File: config.mk
export PLATFORM = sky130hd
export DESIGN_NAME = salience_evicting_item_table
export DESIGN_NICKNAME = d
export VERILOG_FILES = /design/src/rtl/seit_pkg.sv /design/src/rtl/seit_ctrl.sv /design/src/rtl/seit_dpath.sv /design/src/rtl/salience_evicting_item_table.sv
export SDC_FILE = /design/constraint.sdc
export NUM_CORES = 2
export LEC_CHECK = 0
export BUFFER_PORTS_ARGS = -buffer_cell sky130_fd_sc_hd__buf_4
export CORE_MARGIN = 2
export CORE_UTILIZATION = 51
export DETAILED_ROUTE_END_ITERATION = 7
export HOLD_SLACK_MARGIN = 0.08
export PLACE_DENSITY = 0.74
export RECOVER_POWER = 50
export SETUP_SLACK_MARGIN = 0.05
export SLEW_MARGIN = 5
export SYNTH_ARGS = -nofsm -noshare
export SYNTH_HDL_FRONTEND = slang
export SYNTH_SLANG_ARGS = --single-unit
File: constraint.sdc
create_clock -name i_clk -period 17.36 [get_ports i_clk]
set_clock_uncertainty 0.1 [all_clocks]
set_input_delay 0.868 -clock i_clk [delete_from_list [all_inputs] [get_ports i_clk]]
set_output_delay 0.868 -clock i_clk [all_outputs]
set_load 0.02 [all_outputs]
File: src/rtl/seit_pkg.sv
// Package for the salience evicting item table: sizes, function codes,
// register indexes, request/result payloads and controller/datapath links.
// No dependencies.
package seit_pkg;

    localparam int CAPACITY = 8;
    localparam int IDX_W    = (CAPACITY > 1) ? $clog2(CAPACITY) : 1;
    localparam int CNT_W    = $clog2(CAPACITY + 1);

    // function codes
    localparam logic [2:0] FN_ADD    = 3'd0;
    localparam logic [2:0] FN_REMOVE = 3'd1;
    localparam logic [2:0] FN_LOOKUP = 3'd2;
    localparam logic [2:0] FN_DECAY  = 3'd3;
    localparam logic [2:0] FN_CLEAR  = 3'd4;

    // register indexes (paddr[2])
    localparam logic REG_THRESH   = 1'b0;
    localparam logic REG_DECAY_EN = 1'b1;

    localparam logic [15:0] THRESH_RESET = 16'd19661;

    typedef struct packed {
        logic [2:0]  func;
        logic [31:0] item_id;
        logic [15:0] item_salience;
        logic [15:0] decay_mult;
    } t_req;

    typedef struct packed {
        logic        ok;
        logic [2:0]  slot;
        logic        evicted;
        logic [31:0] evicted_id;
        logic [15:0] salience_out;
        logic [3:0]  live_count;
        logic [3:0]  dropped_count;
        logic [31:0] added_total;
        logic [31:0] evicted_total;
    } t_resp;

    // controller -> datapath
    typedef struct packed {
        logic load;
        logic look;
        logic dmul;
        logic dwr;
        logic apply;
    } t_dp_cmd;

    // datapath -> controller
    typedef struct packed {
        logic decay_run;
        logic last;
    } t_dp_stat;

endpackage

File: src/rtl/seit_ctrl.sv
// Controller state machine of the salience evicting item table.
// Depends on seit_pkg.
module seit_ctrl import seit_pkg::*; (
    input  logic     i_clk,
    input  logic     i_rst_n,
    input  logic     start,
    output logic     busy,
    output logic     o_done,
    output t_dp_cmd  o_cmd,
    input  t_dp_stat i_stat
);

    typedef enum logic [2:0] {
        S_IDLE,
        S_LOOK,
        S_DMUL,
        S_DWR,
        S_APPLY
    } t_state;

    t_state r_state;
    logic   r_busy;
    logic   r_done;

    always_ff @(posedge i_clk) begin
        if (!i_rst_n) begin
            r_state <= S_IDLE;
            r_busy  <= 1'b0;
            r_done  <= 1'b0;
        end else begin
            r_done <= 1'b0;
            unique case (r_state)
                S_IDLE: begin
                    if (start) begin
                        r_state <= S_LOOK;
                        r_busy  <= 1'b1;
                    end
                end
                S_LOOK: begin
                    r_state <= i_stat.decay_run ? S_DMUL : S_APPLY;
                end
                S_DMUL: begin
                    r_state <= S_DWR;
                end
                S_DWR: begin
                    r_state <= i_stat.last ? S_APPLY : S_DMUL;
                end
                S_APPLY: begin
                    r_state <= S_IDLE;
                    r_busy  <= 1'b0;
                    r_done  <= 1'b1;
                end
                default: begin
                    r_state <= S_IDLE;
                end
            endcase
        end
    end

    assign busy   = r_busy;
    assign o_done = r_done;

    assign o_cmd.load  = start && !r_busy;
    assign o_cmd.look  = (r_state == S_LOOK);
    assign o_cmd.dmul  = (r_state == S_DMUL);
    assign o_cmd.dwr   = (r_state == S_DWR);
    assign o_cmd.apply = (r_state == S_APPLY);

`ifndef ASSERT_OFF
    a_accept_busy: assert property (@(posedge i_clk) disable iff (!i_rst_n)
        (start && !busy) |=> busy)
        else $error("busy not raised after accepted request");
    a_done_pulse: assert property (@(posedge i_clk) disable iff (!i_rst_n)
        o_done |=> !o_done)
        else $error("done strobe longer than one cycle");
    a_done_after_busy: assert property (@(posedge i_clk) disable iff (!i_rst_n)
        o_done |-> ($past(busy) && !busy))
        else $error("done strobe without a finished request");
`endif

endmodule

File: src/rtl/seit_dpath.sv
// Datapath of the salience evicting item table: entry registers, id/free/min
// search, shared decay multiplier, counters and result registers. Uses seit_pkg.
module seit_dpath import seit_pkg::*; (
    input  logic        i_clk,
    input  logic        i_rst_n,
    input  t_dp_cmd     i_cmd,
    output t_dp_stat    o_stat,
    input  t_req        i_req,
    input  logic [15:0] i_thresh,
    input  logic        i_decay_en,
    output t_resp       o_resp
);

    // latched request
    logic [2:0]  r_func;
    logic [31:0] r_id;
    logic [15:0] r_sal;
    logic [15:0] r_factor;

    // table
    logic [CAPACITY-1:0] r_valid;
    logic [31:0]         r_eid  [CAPACITY];
    logic [15:0]         r_esal [CAPACITY];

    // search results
    logic             r_hit, r_free;
    logic [IDX_W-1:0] r_hit_idx, r_free_idx, r_min_idx;
    logic             n_hit, n_free;
    logic [IDX_W-1:0] n_hit_idx, n_free_idx, n_min_idx;
    logic [16:0]      best;

    // decay sequencer
    logic [IDX_W-1:0] r_didx;
    logic [31:0]      r_prod;
    logic [3:0]       r_drop;
    logic             last;

    // counters and results
    logic [31:0] r_add_cnt, r_evict_cnt;
    logic        r_ok, r_evicted;
    logic [2:0]  r_slot;
    logic [31:0] r_ev_id;
    logic [15:0] r_sal_out;
    logic [3:0]  r_drop_out;

    logic             admit;
    logic             use_evict;
    logic [IDX_W-1:0] w_idx;
    logic [CNT_W-1:0] n_active;

    // id match and first free: lowest slot wins
    always_comb begin
        n_hit      = 1'b0;
        n_hit_idx  = '0;
        n_free     = 1'b0;
        n_free_idx = '0;
        for (int i = CAPACITY - 1; i >= 0; i--) begin
            if (r_valid[i] && r_eid[i] == r_id) begin
                n_hit     = 1'b1;
                n_hit_idx = IDX_W'(i);
            end
            if (!r_valid[i]) begin
                n_free     = 1'b1;
                n_free_idx = IDX_W'(i);
            end
        end
    end

    // lowest salience, first on ties
    always_comb begin
        best      = 17'h10000;
        n_min_idx = '0;
        for (int i = 0; i < CAPACITY; i++) begin
            if (r_valid[i] && {1'b0, r_esal[i]} < best) begin
                best      = {1'b0, r_esal[i]};
                n_min_idx = IDX_W'(i);
            end
        end
    end

    assign admit     = (r_sal >= i_thresh);
    assign use_evict = !r_hit && !r_free;
    assign w_idx     = r_hit ? r_hit_idx : (r_free ? r_free_idx : r_min_idx);
    assign last      = (r_didx == IDX_W'(CAPACITY - 1));

    assign o_stat.decay_run = (r_func == FN_DECAY) && i_decay_en;
    assign o_stat.last      = last;

    always_ff @(posedge i_clk) begin
        if (i_cmd.load) begin
            r_func   <= i_req.func;
            r_id     <= i_req.item_id;
            r_sal    <= i_req.item_salience;
            r_factor <= i_req.decay_mult;
        end
        if (i_cmd.look) begin
            r_hit      <= n_hit;
            r_hit_idx  <= n_hit_idx;
            r_free     <= n_free;
            r_free_idx <= n_free_idx;
            r_min_idx  <= n_min_idx;
        end
        if (i_cmd.dmul) begin
            r_prod <= 32'(r_esal[r_didx]) * 32'(r_factor);
        end
    end

    // entry payload: written by add and by decay
    always_ff @(posedge i_clk) begin
        if (i_cmd.apply && r_func == FN_ADD && admit) begin
            r_eid[w_idx]  <= r_id;
            r_esal[w_idx] <= r_sal;
        end else if (i_cmd.dwr && r_valid[r_didx]) begin
            r_esal[r_didx] <= r_prod[31:16];
        end
    end

    always_ff @(posedge i_clk) begin
        if (!i_rst_n) begin
            r_valid     <= '0;
            r_add_cnt   <= '0;
            r_evict_cnt <= '0;
            r_didx      <= '0;
            r_drop      <= '0;
        end else begin
            if (i_cmd.load) begin
                r_didx <= '0;
                r_drop <= '0;
            end
            if (i_cmd.dwr) begin
                r_didx <= last ? '0 : r_didx + IDX_W'(1);
                if (r_valid[r_didx] && r_prod[31:16] < i_thresh) begin
                    r_valid[r_didx] <= 1'b0;
                    r_drop          <= r_drop + 4'd1;
                end
            end
            if (i_cmd.apply) begin
                unique case (r_func)
                    FN_ADD: begin
                        if (admit) begin
                            r_valid[w_idx] <= 1'b1;
                            r_add_cnt      <= r_add_cnt + 32'd1;
                            if (use_evict) begin
                                r_evict_cnt <= r_evict_cnt + 32'd1;
                            end
                        end
                    end
                    FN_REMOVE: begin
                        if (r_hit) begin
                            r_valid[r_hit_idx] <= 1'b0;
                        end
                    end
                    FN_CLEAR: begin
                        r_valid <= '0;
                    end
                    default: begin
                    end
                endcase
            end
        end
    end

    // result registers
    always_ff @(posedge i_clk) begin
        if (i_cmd.apply) begin
            r_ok       <= 1'b0;
            r_slot     <= '0;
            r_evicted  <= 1'b0;
            r_ev_id    <= '0;
            r_sal_out  <= '0;
            r_drop_out <= '0;
            unique case (r_func)
                FN_ADD: begin
                    if (admit) begin
                        r_ok      <= 1'b1;
                        r_slot    <= 3'(w_idx);
                        r_sal_out <= r_sal;
                        r_evicted <= use_evict;
                        r_ev_id   <= use_evict ? r_eid[r_min_idx] : 32'd0;
                    end
                end
                FN_REMOVE, FN_LOOKUP: begin
                    if (r_hit) begin
                        r_ok      <= 1'b1;
                        r_slot    <= 3'(r_hit_idx);
                        r_sal_out <= r_esal[r_hit_idx];
                    end
                end
                FN_DECAY: begin
                    r_ok       <= 1'b1;
                    r_drop_out <= i_decay_en ? r_drop : 4'd0;
                end
                FN_CLEAR: begin
                    r_ok <= 1'b1;
                end
                default: begin
                end
            endcase
        end
    end

    always_comb begin
        n_active = '0;
        for (int i = 0; i < CAPACITY; i++) begin
            n_active = n_active + CNT_W'(r_valid[i]);
        end
    end

    assign o_resp.ok            = r_ok;
    assign o_resp.slot          = r_slot;
    assign o_resp.evicted       = r_evicted;
    assign o_resp.evicted_id    = r_ev_id;
    assign o_resp.salience_out  = r_sal_out;
    assign o_resp.live_count    = 4'(n_active);
    assign o_resp.dropped_count = r_drop_out;
    assign o_resp.added_total   = r_add_cnt;
    assign o_resp.evicted_total = r_evict_cnt;

`ifndef ASSERT_OFF
    a_evict_with_add: assert property (@(posedge i_clk) disable iff (!i_rst_n)
        (r_evict_cnt != $past(r_evict_cnt)) |-> (r_add_cnt == $past(r_add_cnt) + 32'd1))
        else $error("eviction counted without an add");
    a_lookup_keeps_table: assert property (@(posedge i_clk) disable iff (!i_rst_n)
        (i_cmd.apply && r_func == FN_LOOKUP) |=> $stable(r_valid))
        else $error("lookup changed valid bits");
    a_one_fill_per_cycle: assert property (@(posedge i_clk) disable iff (!i_rst_n)
        $countones(r_valid) <= $countones($past(r_valid)) + 1)
        else $error("more than one entry filled in a cycle");
`endif

endmodule

File: src/rtl/salience_evicting_item_table.sv
// Top level of the salience evicting item table: APB-style register port and
// the controller/datapath pair. Depends on seit_pkg, seit_ctrl, seit_dpath.
//
// Usage
//   Request channel: drive i_req and raise start; the request is taken at the
//   rising edge where start is high and busy is low. busy stays high until the
//   request has finished its work; start is ignored while busy.
//   Result channel: o_done is high for exactly one cycle and o_result holds the
//   result in that cycle. The receiver cannot stall; the result is not held
//   beyond the strobe cycle in any guaranteed way.
//   Sequence: add, remove, lookup, clear, unknown codes and a disabled decay
//   tick go through a search state, then an update state; o_done comes in the
//   cycle after that, and busy is already low there, so a new request can be
//   taken in the strobe cycle.
//   An enabled decay tick walks the entries through one shared 16x16
//   multiplier, with a multiply and a write back/drop state per entry.
//   Configuration: admit_threshold at byte address 0, decay_enable at 4;
//   writes complete at psel & penable & pwrite (pready is tied high) and
//   must be made by the user only while the block is idle, which the block
//   does not enforce itself. Reads return the register value.
//   Reset (synchronous, active low) empties the table, zeroes both running
//   counters and restores the threshold to 19661 and decay enable to 1.
module salience_evicting_item_table import seit_pkg::*; (
    input  logic        i_clk,
    input  logic        i_rst_n,
    // request channel
    input  logic        start,
    output logic        busy,
    input  t_req        i_req,
    // result channel
    output logic        o_done,
    output t_resp       o_result,
    // configuration port
    input  logic        psel,
    input  logic        penable,
    input  logic        pwrite,
    input  logic [2:0]  paddr,
    input  logic [31:0] pwdata,
    output logic [31:0] prdata,
    output logic        pready
);

    logic [15:0] r_thresh;
    logic        r_decay_en;
    logic        cfg_wr;

    t_dp_cmd  dp_cmd;
    t_dp_stat dp_stat;

    assign pready = 1'b1;
    assign cfg_wr = psel && penable && pwrite;

    // register index sits in paddr[2]; low address bits are don't-care
    always_ff @(posedge i_clk) begin
        if (!i_rst_n) begin
            r_thresh   <= THRESH_RESET;
            r_decay_en <= 1'b1;
        end else if (cfg_wr) begin
            if (paddr[2] == REG_THRESH) begin
                r_thresh <= pwdata[15:0];
            end else begin
                r_decay_en <= pwdata[0];
            end
        end
    end

    assign prdata = (paddr[2] == REG_DECAY_EN) ? {31'd0, r_decay_en} : {16'd0, r_thresh};

    seit_ctrl u_ctrl (
        .i_clk   (i_clk),
        .i_rst_n (i_rst_n),
        .start   (start),
        .busy    (busy),
        .o_done  (o_done),
        .o_cmd   (dp_cmd),
        .i_stat  (dp_stat)
    );

    seit_dpath u_dpath (
        .i_clk      (i_clk),
        .i_rst_n    (i_rst_n),
        .i_cmd      (dp_cmd),
        .o_stat     (dp_stat),
        .i_req      (i_req),
        .i_thresh   (r_thresh),
        .i_decay_en (r_decay_en),
        .o_resp     (o_result)
    );

endmodule

==> reports/metrics.json <==
{
  "status": "finished with violations",
  "failed_checks": "capacitance limit, slew limit",
  "fillCellCount": 6590,
  "clk_transition_reported_paths_ns": 0.06,
  "route.detailed.drc": 0,
  "detail_route.wirelength_um": 119000,
  "std_cell_rows": 104,
  "muxShareOfSynthArea_pct": 11.1,
  "power.ir.vdd_worst_mv": 0.104,
  "final_layout_size_suffix_gt1_share_pct": 12.1,
  "synthXorXnorAreaFrac_pct": 6.05,
  "number_of_hold_repair_buffers_added_at_the_cts_stage": 0,
  "crit_path_frequent_cell": "sky130_fd_sc_hd__a21oi_1",
  "gp_routability_congestion": 0.966,
  "yosysSeqAreaShare_pct": 43.7,
  "synth-edff-count": 535,
  "cellInternalPower_w": 0.00310,
  "synthDominantAreaCellType": "sky130_fd_sc_hd__edfxtp_1",
  "synth_compound_area_share_pct": 5.83,
  "power_switching_w": 0.00140,
  "yosys_warnings": 0,
  "seq_cells_post_synth": 639,
  "synthCells": 3528,
  "cts_buffer_count": 73,
  "sw_frac_of_total_pct": 31.1,
  "worstSkewPairLatency_ns": 0.64,
  "asyncSetResetFlopFracSynth_pct": 0,
  "first_pass_grt_wire_length_um": 177000,
  "antenna_violations_before_repair": 1,
  "tightest_slew_ns": 4.15,
  "synth.top_cells.by_count": "535 x sky130_fd_sc_hd__edfxtp_1, 367 x sky130_fd_sc_hd__nand2_1, 330 x sky130_fd_sc_hd__inv_1",
  "dp_hpwl_um": 84300,
  "largest_buffer_count_on_any_clock_path": 3,
  "clock-root-buffer": "sky130_fd_sc_hd__clkbuf_16",
  "hold_violations": 0,
  "max_transition_viols_final": 197,
  "max_cap_violations": 4,
  "crit_type": "reg2reg",
  "fp.dieW_um": 289,
  "gr-usage-all-layers_pct": 28.3,
  "io_pins": 268,
  "fin_crit_sh_pct": 95.8,
  "max_slew_margin_pct": -177,
  "antenna_left": 0,
  "synth_adder_area_share_pct": 16.8,
  "ys_top_cells_by_area": "sky130_fd_sc_hd__edfxtp_1 39%, sky130_fd_sc_hd__fa_1 9.5%, sky130_fd_sc_hd__ha_1 7.3%",
  "route.vias.total": 29400,
  "timing.critical_path.from_type": "flop",
  "core_area_mm2": 0.0805,
  "hold_path_class": "in2reg",
  "p_leak_nw": 17.5,
  "syn_to_final_growth_pct": 11.2,
  "min_period_ns": 16.63,
  "start_util_pct": 51.6,
  "post_synth_and_or_nand_nor_area_fraction_pct": 11.6,
  "power.combinational.fraction_pct": 25.9,
  "detail_route.vias_per_cell": 6.08,
  "ys_types": 84,
  "die_height_um": 289,
  "synth.cell_area_mm2": 0.0415,
  "yosysMostFrequentCell": "sky130_fd_sc_hd__edfxtp_1",
  "buffer_ports.inserted": 232,
  "sequentialPowerShare_pct": 39.7,
  "critical_path_arrival_ns": 17.02,
  "synthDominantCellAreaShare_pct": 38.7,
  "cp_slowest_stage_delay_ns": 0.51,
  "detailedPlace.worstSlack_ns": 0.331,
  "report.final.setup_viol": 0,
  "power_density_mw_per_mm2": 97.3,
  "crit_path_max_fanout": 18,
  "cp.required_ns": 17.75,
  "count_of_buffering_cells_on_the_critical_path_with_inverters_included": 8,
  "cts_max_level": 3,
  "clock_tree_from_tritoncts": "yes",
  "grt_start_max_net_pins": 97,
  "worst_path_dominant_cell_family": "compound AO/OA/AOI/OAI gates",
  "ys_dominant_reg_cell": "sky130_fd_sc_hd__edfxtp_1",
  "power.total_w": 0.00450,
  "vias_in_the_first_global_route": 28800,
  "max_freq_mhz": 60.1,
  "clock_sink_count": 639,
  "final_net_count": 4261,
  "worst_setup_slack_final_ns": 0.732,
  "grt.overflow.total": 0,
  "critPathCaptureType": "flop",
  "route.detailed.wl_per_inst_um": 24.7,
  "drt-pass1-iter-count": 6,
  "largest_family_of_logic_cells_by_synthesized_area": "adder cells",
  "total_die_area_mm2": 0.0838,
  "antenna-diode-count": 0,
  "cp_slowest_cell": "sky130_fd_sc_hd__dfxtp_4",
  "totalNegativeSetupSlack_ns": 0,
  "drt-initial-drc-count": 3041,
  "synth_area_per_cell_um2": 11.8,
  "clkPwrFrac_pct": 34.4
}
[state kept, by name, summed over array words and instances (netlist names), 32 cells and up, named ones only]
register,flops
u_dpath.r_evict_cnt,32
u_dpath.r_esal,128
u_dpath.r_add_cnt,32
u_dpath.r_ev_id,32
u_dpath.r_id,32
u_dpath.r_eid,256
[power groups by stage]
stage	clock [W]	sequential (W)	combinational [W]
after CTS	0.00156	0.00179	0.00116
after floorplan	0	0.00178	0.000809
after detailed placement	0	0.00182	0.00115
after global placement	0	0.00182	0.00113
after global routing	0.00162	0.00179	0.00131
final	0.00155	0.00179	0.00117
[final timing paths]
path                                    startpoint                    to  slack [ns]  depth (start not counted)
worst max-delay path            u_dpath.r_valid[0]  u_dpath.r_min_idx[1]        0.73                         78
worst min-delay path                     i_req[49]      u_dpath.r_id[17]        0.33                          1
worst max register to register  u_dpath.r_valid[0]  u_dpath.r_min_idx[1]        0.73                         78
worst min register to register        r_thresh[15]          r_thresh[15]        0.36                          2
[cell families (layout without fill, tap and decap cells)]
kind of cell | after synthesis | count (layout)
mux | 292 | 292
xor+xnor | 287 | 287
buf+inv | 522 | 749
compound gates | 372 | 372
other cells | 2 | 17
simple gates | 975 | 977
flops | 639 | 639
fa+ha+maj | 439 | 439
[per-layer routing]
metal  track usage (%)  routed length (µm)  vias to the layer above
met5                 0                  13                        -
li1                  -                   -                    12900
met3              5.01               11700                      293
met1              38.9               47200                    14600
met4              11.0                4970                        2
met2              44.9               55400                     1615
[final cells by class]
type / count / area [µm²] / area share (%)
Clock buffer: 95 / 1970 / 4.26
Clock inverter: 37 / 425 / 0.921
Timing Repair Buffer: 285 / 1600 / 3.46
Tap cell: 1060 / 1330 / 2.87
Sequential cell: 639 / 18200 / 39.3
Multi-Input combinational cell: 2384 / 21500 / 46.5
Inverter: 332 / 1250 / 2.71
[what timing repair did]
action	4_1_cts	5_1_grt
buffers inserted	0	3
gates resized for setup	0	12
setup endpoints to repair	0	3
endpoints found under the hold margin	0	0
[through the flow]
step | instances | cell area (µm²) | utilization (%) | hold slack, ns
floorplan | 3543 | 41600 | - | 0.336
global placement | 4695 | 44300 | 55.0 | 0.342
detailed placement | 4695 | 44300 | 55.0 | 0.347
CTS | 4827 | 46700 | 58.0 | 0.288
global route | 4832 | 46200 | 57.4 | 0.319
finish | 4832 | 46200 | 57.4 | 0.333
[cells in the final DEF (no fill, tap or decap), types with 102 or more instances in the layout]
cell type / n
sky130_fd_sc_hd__dfxtp_1: 102
sky130_fd_sc_hd__mux4_2: 130
sky130_fd_sc_hd__ha_1: 241
sky130_fd_sc_hd__edfxtp_1: 535
sky130_fd_sc_hd__fa_1: 197
sky130_fd_sc_hd__a21oi_1: 108
sky130_fd_sc_hd__nand2_1: 367
sky130_fd_sc_hd__mux2i_1: 112
sky130_fd_sc_hd__inv_1: 326
sky130_fd_sc_hd__xnor2_1: 200
sky130_fd_sc_hd__clkbuf_1: 164
sky130_fd_sc_hd__nor2_1: 144
Power figures use the tool's default switching activity.
